--- src/pidfd_pkg.sv ---
package pidfd_pkg;

	localparam logic [15:0] MAX_STEP_US = 16'd20000;
	localparam logic [19:0] USEC_PER_S  = 20'd1000000;
	localparam logic [19:0] FILT_DEN    = 20'd10;

	localparam logic [5:0] MUL_LAST = 6'd31;
	localparam logic [5:0] DIV_LAST = 6'd53;

	localparam logic [2:0] REG_GAIN_P         = 3'd0;
	localparam logic [2:0] REG_GAIN_I         = 3'd1;
	localparam logic [2:0] REG_GAIN_D         = 3'd2;
	localparam logic [2:0] REG_INTEGRAL_BOUND = 3'd3;
	localparam logic [2:0] REG_DRIVE_BOUND    = 3'd4;

	localparam logic signed [39:0] DERIV_MAX = {1'b0, {39{1'b1}}};
	localparam logic signed [39:0] DERIV_MIN = {1'b1, {39{1'b0}}};

	typedef logic signed [57:0] sum_t;

endpackage

--- src/pid_filtered_derivative_antiwindup_unit.sv ---
// PID controller in signed Q15.16 with a low-pass filtered derivative (weight 3/10) and
// conditional-integration anti-windup; the output is clamped to +-drive_bound and flagged
// when clamped. One word is in flight at a time. All products and quotients run through
// one bit-serial shift-add multiplier and one restoring divider. A regular item forms
// the derivative, filter and integral terms, then the P, D and I products; the first
// item after reset or a register write skips the derivative and filter, a rejected
// integral update adds one more product, and a zero time step goes straight to output.
// The result sits in an output register; a new word is taken once the sequence is back
// to idle. Writing any of the five registers clears integral, previous error and filter.
module pid_filtered_derivative_antiwindup_unit (
	input  logic        clk,
	input  logic        arst_n,
	input  logic        psel,
	input  logic        penable,
	input  logic        pwrite,
	input  logic [4:0]  paddr,
	input  logic [31:0] pwdata,
	output logic [31:0] prdata,
	output logic        pready,
	input  logic        sample_valid,
	output logic        sample_ready,
	input  logic signed [31:0] target,
	input  logic signed [31:0] measured,
	input  logic [15:0] step_us,
	output logic        result_valid,
	input  logic        result_ready,
	output logic signed [31:0] drive,
	output logic        saturated
);
	import pidfd_pkg::*;

	localparam logic [3:0] S_IDLE = 4'd0;
	localparam logic [3:0] S_DMUL = 4'd1;
	localparam logic [3:0] S_RDIV = 4'd2;
	localparam logic [3:0] S_FDIV = 4'd3;
	localparam logic [3:0] S_IMUL = 4'd4;
	localparam logic [3:0] S_IDIV = 4'd5;
	localparam logic [3:0] S_PMUL = 4'd6;
	localparam logic [3:0] S_GMUL = 4'd7;
	localparam logic [3:0] S_CMUL = 4'd8;
	localparam logic [3:0] S_OMUL = 4'd9;
	localparam logic [3:0] S_OUT  = 4'd10;

	logic [3:0] state_q;
	logic [5:0] cnt_q;
	logic       primed_q;
	logic       rv_q;

	logic signed [31:0] gain_p_q, gain_i_q, gain_d_q;
	logic [30:0] ibound_q, dbound_q;

	logic signed [31:0] ia_q;
	logic signed [32:0] le_q;
	logic signed [39:0] d_q;

	logic signed [32:0] e_q;
	logic [15:0] dt_q;
	logic signed [31:0] cand_q;
	sum_t spd_q, sum_q;
	logic sg_q;
	logic signed [31:0] drive_q;
	logic sat_q;

	logic [31:0] ma_q;
	logic [39:0] mb_q;
	logic [40:0] hi_q;
	logic [53:0] dq_q;
	logic [19:0] rem_q;
	logic [19:0] dv_q;

	logic cfg_wr;
	logic [2:0] cfg_idx;
	logic cfg_hit;

	logic signed [32:0] err;
	logic signed [33:0] diff;
	logic [32:0] diff_mag;
	logic [15:0] dt_cap;
	logic [32:0] e_mag;

	logic [40:0] mul_add;
	logic [72:0] prod;
	logic [55:0] term_mag;
	sum_t term;

	logic [20:0] trial;
	logic ge;
	logic [19:0] rem_n;
	logic [53:0] quo;

	logic signed [39:0] raw;
	logic signed [40:0] flt_x;
	logic signed [42:0] flt_y;
	logic [41:0] flt_mag;
	logic signed [39:0] flt_step;

	logic signed [29:0] incr;
	logic signed [33:0] csum;
	logic signed [33:0] ib_ext;
	logic signed [31:0] cand;

	logic [31:0] gp_mag, gi_mag, gd_mag;
	logic [39:0] d_mag;
	logic [31:0] cand_mag, ia_mag;

	sum_t db_ext, sc;
	logic accept;
	logic e_pos;

	assign pready = 1'b1;
	assign cfg_wr = psel && penable && pwrite;
	assign cfg_idx = paddr[4:2];
	assign cfg_hit = cfg_idx == REG_GAIN_P || cfg_idx == REG_GAIN_I || cfg_idx == REG_GAIN_D
		|| cfg_idx == REG_INTEGRAL_BOUND || cfg_idx == REG_DRIVE_BOUND;

	always_comb begin
		unique case (cfg_idx)
			REG_GAIN_P:         prdata = gain_p_q;
			REG_GAIN_I:         prdata = gain_i_q;
			REG_GAIN_D:         prdata = gain_d_q;
			REG_INTEGRAL_BOUND: prdata = {1'b0, ibound_q};
			REG_DRIVE_BOUND:    prdata = {1'b0, dbound_q};
			default:            prdata = 32'd0;
		endcase
	end

	assign sample_ready = state_q == S_IDLE;
	assign result_valid = rv_q;
	assign drive = drive_q;
	assign saturated = sat_q;

	// front end
	assign err = {target[31], target} - {measured[31], measured};
	assign diff = {err[32], err} - {le_q[32], le_q};
	assign diff_mag = diff[33] ? 33'(-diff) : diff[32:0];
	assign dt_cap = (step_us > MAX_STEP_US) ? MAX_STEP_US : step_us;
	assign e_mag = e_q[32] ? 33'(-e_q) : e_q;
	assign e_pos = !e_q[32] && (e_q != '0);

	assign gp_mag = gain_p_q[31] ? 32'(-gain_p_q) : gain_p_q;
	assign gi_mag = gain_i_q[31] ? 32'(-gain_i_q) : gain_i_q;
	assign gd_mag = gain_d_q[31] ? 32'(-gain_d_q) : gain_d_q;
	assign d_mag = d_q[39] ? 40'(-d_q) : d_q;
	assign cand_mag = cand_q[31] ? 32'(-cand_q) : cand_q;
	assign ia_mag = ia_q[31] ? 32'(-ia_q) : ia_q;

	// serial multiplier
	assign mul_add = hi_q + (ma_q[0] ? {1'b0, mb_q} : 41'd0);
	assign prod = {1'b0, mul_add[40:1], mul_add[0], ma_q[31:1]};
	assign term_mag = prod[71:16];
	assign term = sg_q ? -$signed({2'b00, term_mag}) : $signed({2'b00, term_mag});

	// serial divider
	assign trial = {rem_q, dq_q[53]} - {1'b0, dv_q};
	assign ge = !trial[20];
	assign rem_n = ge ? trial[19:0] : {rem_q[18:0], dq_q[53]};
	assign quo = {dq_q[52:0], ge};

	always_comb begin
		if (!sg_q) begin
			raw = (|quo[53:39]) ? DERIV_MAX : $signed({1'b0, quo[38:0]});
		end else begin
			raw = ((|quo[53:40]) || (quo[39] && (|quo[38:0]))) ? DERIV_MIN
				: 40'(-$signed({1'b0, quo[39:0]}));
		end
	end
	assign flt_x = {raw[39], raw} - {d_q[39], d_q};
	assign flt_y = {flt_x[40], flt_x[40], flt_x} + {flt_x[40], flt_x, 1'b0};
	assign flt_mag = flt_y[42] ? 42'(-flt_y) : flt_y[41:0];
	assign flt_step = sg_q ? 40'(-$signed({1'b0, quo[38:0]})) : $signed({1'b0, quo[38:0]});

	assign incr = sg_q ? -$signed({1'b0, quo[28:0]}) : $signed({1'b0, quo[28:0]});
	assign csum = {ia_q[31], ia_q[31], ia_q} + {{4{incr[29]}}, incr};
	assign ib_ext = $signed({3'b000, ibound_q});
	always_comb begin
		priority if (csum > ib_ext) cand = $signed({1'b0, ibound_q});
		else if (csum < -ib_ext)    cand = 32'(-ib_ext);
		else                        cand = csum[31:0];
	end

	assign db_ext = $signed({27'd0, dbound_q});
	assign sc = spd_q + term;
	assign accept = (sc < db_ext && sc > -db_ext) || (sc >= db_ext && e_q[32])
		|| (sc <= -db_ext && e_pos);

	always_ff @(posedge clk or negedge arst_n) begin
		if (!arst_n) begin
			state_q  <= S_IDLE;
			cnt_q    <= '0;
			primed_q <= 1'b0;
			rv_q     <= 1'b0;
			gain_p_q <= '0;
			gain_i_q <= '0;
			gain_d_q <= '0;
			ibound_q <= '0;
			dbound_q <= '0;
			ia_q     <= '0;
			le_q     <= '0;
			d_q      <= '0;
		end else begin
			if (rv_q && result_ready) rv_q <= 1'b0;
			unique case (state_q)
				S_IDLE: begin
					if (sample_valid) begin
						e_q    <= err;
						dt_q   <= dt_cap;
						cnt_q  <= '0;
						hi_q   <= '0;
						rem_q  <= '0;
						if (step_us == 16'd0) begin
							sum_q   <= '0;
							state_q <= S_OUT;
						end else begin
							le_q <= err;
							if (primed_q) begin
								ma_q    <= {12'd0, USEC_PER_S};
								mb_q    <= {7'd0, diff_mag};
								sg_q    <= diff[33];
								state_q <= S_DMUL;
							end else begin
								primed_q <= 1'b1;
								d_q      <= '0;
								ma_q     <= {16'd0, dt_cap};
								mb_q     <= {7'd0, (err[32] ? 33'(-err) : err)};
								sg_q     <= err[32];
								state_q  <= S_IMUL;
							end
						end
					end
				end
				S_DMUL, S_IMUL, S_PMUL, S_GMUL, S_CMUL, S_OMUL: begin
					hi_q  <= {1'b0, mul_add[40:1]};
					ma_q  <= {mul_add[0], ma_q[31:1]};
					cnt_q <= cnt_q + 6'd1;
					if (cnt_q == MUL_LAST) begin
						cnt_q <= '0;
						hi_q  <= '0;
						rem_q <= '0;
						unique case (state_q)
							S_DMUL: begin
								dq_q    <= prod[53:0];
								dv_q    <= {4'd0, dt_q};
								state_q <= S_RDIV;
							end
							S_IMUL: begin
								dq_q    <= prod[53:0];
								dv_q    <= USEC_PER_S;
								state_q <= S_IDIV;
							end
							S_PMUL: begin
								spd_q   <= term;
								ma_q    <= gd_mag;
								mb_q    <= d_mag;
								sg_q    <= gain_d_q[31] ^ d_q[39];
								state_q <= S_GMUL;
							end
							S_GMUL: begin
								spd_q   <= spd_q + term;
								ma_q    <= gi_mag;
								mb_q    <= {8'd0, cand_mag};
								sg_q    <= gain_i_q[31] ^ cand_q[31];
								state_q <= S_CMUL;
							end
							S_CMUL: begin
								if (accept) begin
									ia_q    <= cand_q;
									sum_q   <= sc;
									state_q <= S_OUT;
								end else begin
									ma_q    <= gi_mag;
									mb_q    <= {8'd0, ia_mag};
									sg_q    <= gain_i_q[31] ^ ia_q[31];
									state_q <= S_OMUL;
								end
							end
							default: begin
								sum_q   <= sc;
								state_q <= S_OUT;
							end
						endcase
					end
				end
				S_RDIV, S_FDIV, S_IDIV: begin
					rem_q <= rem_n;
					dq_q  <= quo;
					cnt_q <= cnt_q + 6'd1;
					if (cnt_q == DIV_LAST) begin
						cnt_q <= '0;
						rem_q <= '0;
						hi_q  <= '0;
						unique case (state_q)
							S_RDIV: begin
								dq_q    <= {12'd0, flt_mag};
								dv_q    <= FILT_DEN;
								sg_q    <= flt_y[42];
								state_q <= S_FDIV;
							end
							S_FDIV: begin
								d_q     <= d_q + flt_step;
								ma_q    <= {16'd0, dt_q};
								mb_q    <= {7'd0, e_mag};
								sg_q    <= e_q[32];
								state_q <= S_IMUL;
							end
							default: begin
								cand_q  <= cand;
								ma_q    <= gp_mag;
								mb_q    <= {7'd0, e_mag};
								sg_q    <= gain_p_q[31] ^ e_q[32];
								state_q <= S_PMUL;
							end
						endcase
					end
				end
				S_OUT: begin
					if (!rv_q || result_ready) begin
						rv_q <= 1'b1;
						priority if (sum_q > db_ext) begin
							drive_q <= $signed({1'b0, dbound_q});
							sat_q   <= 1'b1;
						end else if (sum_q < -db_ext) begin
							drive_q <= 32'(-db_ext);
							sat_q   <= 1'b1;
						end else begin
							drive_q <= sum_q[31:0];
							sat_q   <= 1'b0;
						end
						state_q <= S_IDLE;
					end
				end
				default: state_q <= S_IDLE;
			endcase
			if (cfg_wr && cfg_hit) begin
				unique case (cfg_idx)
					REG_GAIN_P:         gain_p_q <= pwdata;
					REG_GAIN_I:         gain_i_q <= pwdata;
					REG_GAIN_D:         gain_d_q <= pwdata;
					REG_INTEGRAL_BOUND: ibound_q <= pwdata[30:0];
					default:            dbound_q <= pwdata[30:0];
				endcase
				ia_q     <= '0;
				le_q     <= '0;
				d_q      <= '0;
				primed_q <= 1'b0;
			end
		end
	end

	a_zero_step: assert property (@(posedge clk) disable iff (!arst_n)
		sample_valid && sample_ready && step_us == 16'd0 |=> state_q == S_OUT)
		else $error("zero step did not go straight to output");

	a_cnt_bound: assert property (@(posedge clk) disable iff (!arst_n)
		cnt_q <= DIV_LAST)
		else $error("step counter out of range");

	a_primed_clear: assert property (@(posedge clk) disable iff (!arst_n)
		$fell(primed_q) |-> $past(cfg_wr && cfg_hit))
		else $error("filter state cleared without register write");

	a_result_hold: assert property (@(posedge clk) disable iff (!arst_n)
		state_q == S_OUT && rv_q && !result_ready |=> state_q == S_OUT)
		else $error("pending word overwritten");

endmodule

--- config.mk ---
export PLATFORM = sky130hd
export DESIGN_NAME = pid_filtered_derivative_antiwindup_unit
export DESIGN_NICKNAME = d
export VERILOG_FILES = /design/src/pidfd_pkg.sv /design/src/pid_filtered_derivative_antiwindup_unit.sv
export SDC_FILE = /design/constraint.sdc
export NUM_CORES = 2
export LEC_CHECK = 0
export BUFFER_PORTS_ARGS = -buffer_cell sky130_fd_sc_hd__buf_4
export CORE_MARGIN = 5
export CORE_UTILIZATION = 59
export DETAILED_ROUTE_END_ITERATION = 7
export PLACE_DENSITY = 0.79
export RECOVER_POWER = 25
export SYNTH_ARGS = -nofsm -noshare
export SYNTH_HDL_FRONTEND = slang
export SYNTH_SLANG_ARGS = --single-unit
export TNS_END_PERCENT = 30
--- constraint.sdc ---
create_clock -name clk -period 16.6 [get_ports clk]
set_clock_uncertainty 0.1 [all_clocks]
set_input_delay 0 -clock clk [delete_from_list [all_inputs] [get_ports clk]]
set_output_delay 0 -clock clk [all_outputs]
set_load 0.01 [all_outputs]
==> results list <==
- Fin crit share: 73.1%
- After clock tree synthesis, the clock-pin slew on the worst setup and hold paths is 0.07 ns.
- The average instance in the mapped netlist occupies 8.51 um^2.
- Total Routed Length: 241000 um
* Post-synth ARST share: 38.8%
- Timing would allow up to 82.4 MHz.
- Count of flip-flops with a built-in enable after synthesis: 434
- Wire length of the first global-routing pass: 358000 um
- The clock reaches the later pin of the worst-skew pair after 0.70 ns.
* Leading area contributor after synthesis: edfxtp_1
- The worst setup path is of the reg2reg kind.
* Fin nets: 8604
- Summed over all layers, the global routing overflow is 0.
- Final routed DRC violation total: 0
- Of the cells placed in the final design, the portion with a size suffix greater than 1 is 7.69%.
- Average wire per standard cell: 25.5 um
* Initial detailed-routing violation count: 7086
* Number of iterations in the first detailed-routing pass: 7
* Yosys top cell area share: 19.7%
- The number of nets handed over by synthesis was 8476.
* Count of final setup violators: 0
- The cell count after synthesis came out at 7757.
* Class of the tightest hold or removal check: in2reg
- The largest single stage delay on the critical path is 0.76 ns.
- Adding up every negative setup slack in the final design gives 0 ns.
- Full die area: 0.119 mm^2
- In this run the worst path has a maximum fanout of 8.
- Post-synthesis cell area: 0.0660 mm^2
- Max-cap violations in this run came to 10.
- Worst setup SP type: register
- In this run, CTS created clock tree buffers numbering 84.
- Global routing used 39.3% of the available tracks.
* Depth of the most critical reg-to-reg path: 42
* Count of nets left with antenna violations after detail routing: 0
- The initialized floorplan defines 122 standard-cell rows.
- Register-to-Register Setup Slack: 4.47 ns
- Detailed-placement wirelength estimate: 185000 um
- Final number of hold-violating endpoints: 0
* Final slew viol count: 456
- The floorplan step defined a core boundary enclosing 0.111 mm^2.
* Clock buffer depth: 3
- Compared with the post-synthesis result, the final layout area differs by 9.98%.
* #FFs+latches synth: 709
* Normalized max-slew margin: -146%
- Clock tree from TritonCTS: built
- The endpoint identified for the worst register-to-register timing path is dq_q[41].
- Leading cell types by count after synthesis: nor2_1 (697), nand2_1 (628), ha_1 (586)
- Largest net degree at the start of global routing: 83
- Crit path required time: 16.94 ns
* Launch instance of the worst min-delay path: measured[27]
* Count of port buffers added during placement: 188
- Measured along the x axis, the die boundary spans 345 um.
- In this run, post-CTS repair resized a total of 0 instances.
* Initial antenna violation count: 15
* Capture point of the worst path: dq_q[41]
- The floorplan step set the die height to 345 um.
* Sequential share of the synthesized area: 30.2%
- Predominant post-synthesis flop cell: edfxtp_1
* Cell types with the largest area share after synthesis: edfxtp_1 (20%), ha_1 (11%), dfrtp_1 (10%), xnor2_1 (5.4%), a21oi_1 (4.4%)
- For this run, the share of the core covered by cells in the final layout is 65.4%.
* Routability congestion estimate: 1.03
- STA classifies the critical path endpoint as a register.
- Crit-path most repeated cell: a21oi_1
- Among all stages on the critical path, the largest delay is contributed by o41ai_1.
- During synthesis, Yosys emitted a total of 0 warnings.
- The final route contains 62915 vias.
* Number of top-level design ports: 192
- Cell with the most instances after synthesis: nor2_1
- The worst register-to-register path begins at dv_q[0].
- Setup repair after global routing missed its margin: no
- Dividing the detail-routed via count by the number of cells gives 6.66.
- Critical path origin: dv_q[0]
- For this configuration, the core starts out at a cell density of 59.5%.
- Run status: complete, but fails checks
- Data arrives at the worst endpoint at 12.47 ns.
* Root buffer cell: clkbuf_16
* Via count of the first global-routing pass: 59754
- For this design, the sink count on the clock tree is 709.
- Synth unique cells: 120
- For the pin with the worst max-slew slack, the measured transition is 3.69 ns.
- Post-layout min period: 12.13 ns
- The final reports fail on max-capacitance violations, max-slew violations.
- Depth of the CTS H-tree: 3
cell type report:
cell class	count	area [um^2]
timing repair buffer	385	2960
inverter	423	1590
clock inverter	45	563
antenna	6	15.0
sequential	709	19900
clock buffer	112	2390
tap	1488	1860
multi-input combinational	6282	43300
fill	9321	38400
layout by cell type, fill, tap and decap left out, drive strengths merged, types with 62 or more instances in the layout:
cell	n
dlygate4sd3	107
nor3	180
o21ai	537
nand2	630
a211oi	62
nor2	698
o211ai	69
nor4	69
ha	586
xnor2	406
mux2i	125
a21oi	591
nor2b	101
dfrtp	275
xor2	302
or4	62
a21o	191
o22ai	81
clkbuf	166
inv	425
nand3	142
edfxtp	434
o31ai	118
nand4	98
mux2	137
o21a	83
or3	82
nand2b	105
buf	224
and2	144
timing repair:
action	CTS	global route
hold buffers	108	0
setup buffers	0	0
hold endpoints to repair	400	0
registers in the layout, indices dropped and copies added (netlist names), 20 cells and up:
name,cells
drive,32
rem_q,20
gain_d_q,32
e_q,33
dbound_q,31
ia_q,32
d_q,40
mb_q,40
dq_q,54
gain_p_q,32
cand_q,32
hi_q,40
le_q,33
ibound_q,31
sum_q,58
spd_q,58
ma_q,32
gain_i_q,32
kinds of logic (layout without fill, tap and decap cells):
kind of cell / count (synthesis) / count (layout) / share of synthesized area [%]
AO/OA/AOI/OAI: 2232 / 2232 / 21.9
XOR/XNOR: 708 / 708 / 9.42
adder cells (fa/ha/maj): 595 / 595 / 11.4
buffers and inverters: 766 / 965 / 4.47
flip-flops: 709 / 709 / 30.2
multiplexers: 263 / 263 / 4.29
other: 2 / 8 / 0.0114
AND/OR/NAND/NOR: 2482 / 2482 / 18.4
critical path: cells and delay by family, from the launching register on:
| family | cells | cell delay, ns |
|---|---|---|
| AOI/OAI and AO/OA | 23 | 5.90 |
| and+or+nand+nor | 8 | 2.05 |
| DFF | 1 | 0.40 |
| muxes | 1 | 0.51 |
| xor gates and xnor gates | 3 | 1.00 |
| buffers and inverters | 2 | 0.32 |
| adders and majority gates | 5 | 1.60 |
how the worst min path moves through the flow:
stage / endpoint / slack [ns] / depth (start not counted)
6_report: e_q[27] / 0.03 / 4
5_1_grt: gain_p_q[26] / 0.03 / 3
2_1_floorplan: cnt_q[0] / -0.40 / 0
3_3_place_gp: ibound_q[17] / -0.11 / 1
3_5_place_dp: ibound_q[17] / -0.11 / 1
4_1_cts: le_q[2] / 0.0003 / 5
per-layer routing:
layer / vias to the layer above / wire [um] / track usage (%)
li1: 28726 / - / -
met1: 29971 / 89600 / 48.0
met2: 3310 / 108000 / 62.9
met3: 898 / 23100 / 7.75
met4: 10 / 20600 / 26.6
met5: - / 70 / 0
metrics by stage:
| stage | std cells | area, um^2 | hold WS, ns | setup WS [ns] |
|---|---|---|---|---|
| floorplan | 7757 | 66000 | -0.396 | 1.32 |
| global placement | 9179 | 68800 | -0.112 | 4.95 |
| detailed placement | 9179 | 68800 | -0.112 | 4.68 |
| CTS | 9444 | 72800 | 0.000341 | 4.64 |
| global route | 9445 | 72600 | 0.0314 | 3.59 |
| finish | 9450 | 72600 | 0.0298 | 4.47 |
Power is not shown: default switching activity piles up to over one toggle a cycle in this logic, so the estimate is an artifact.
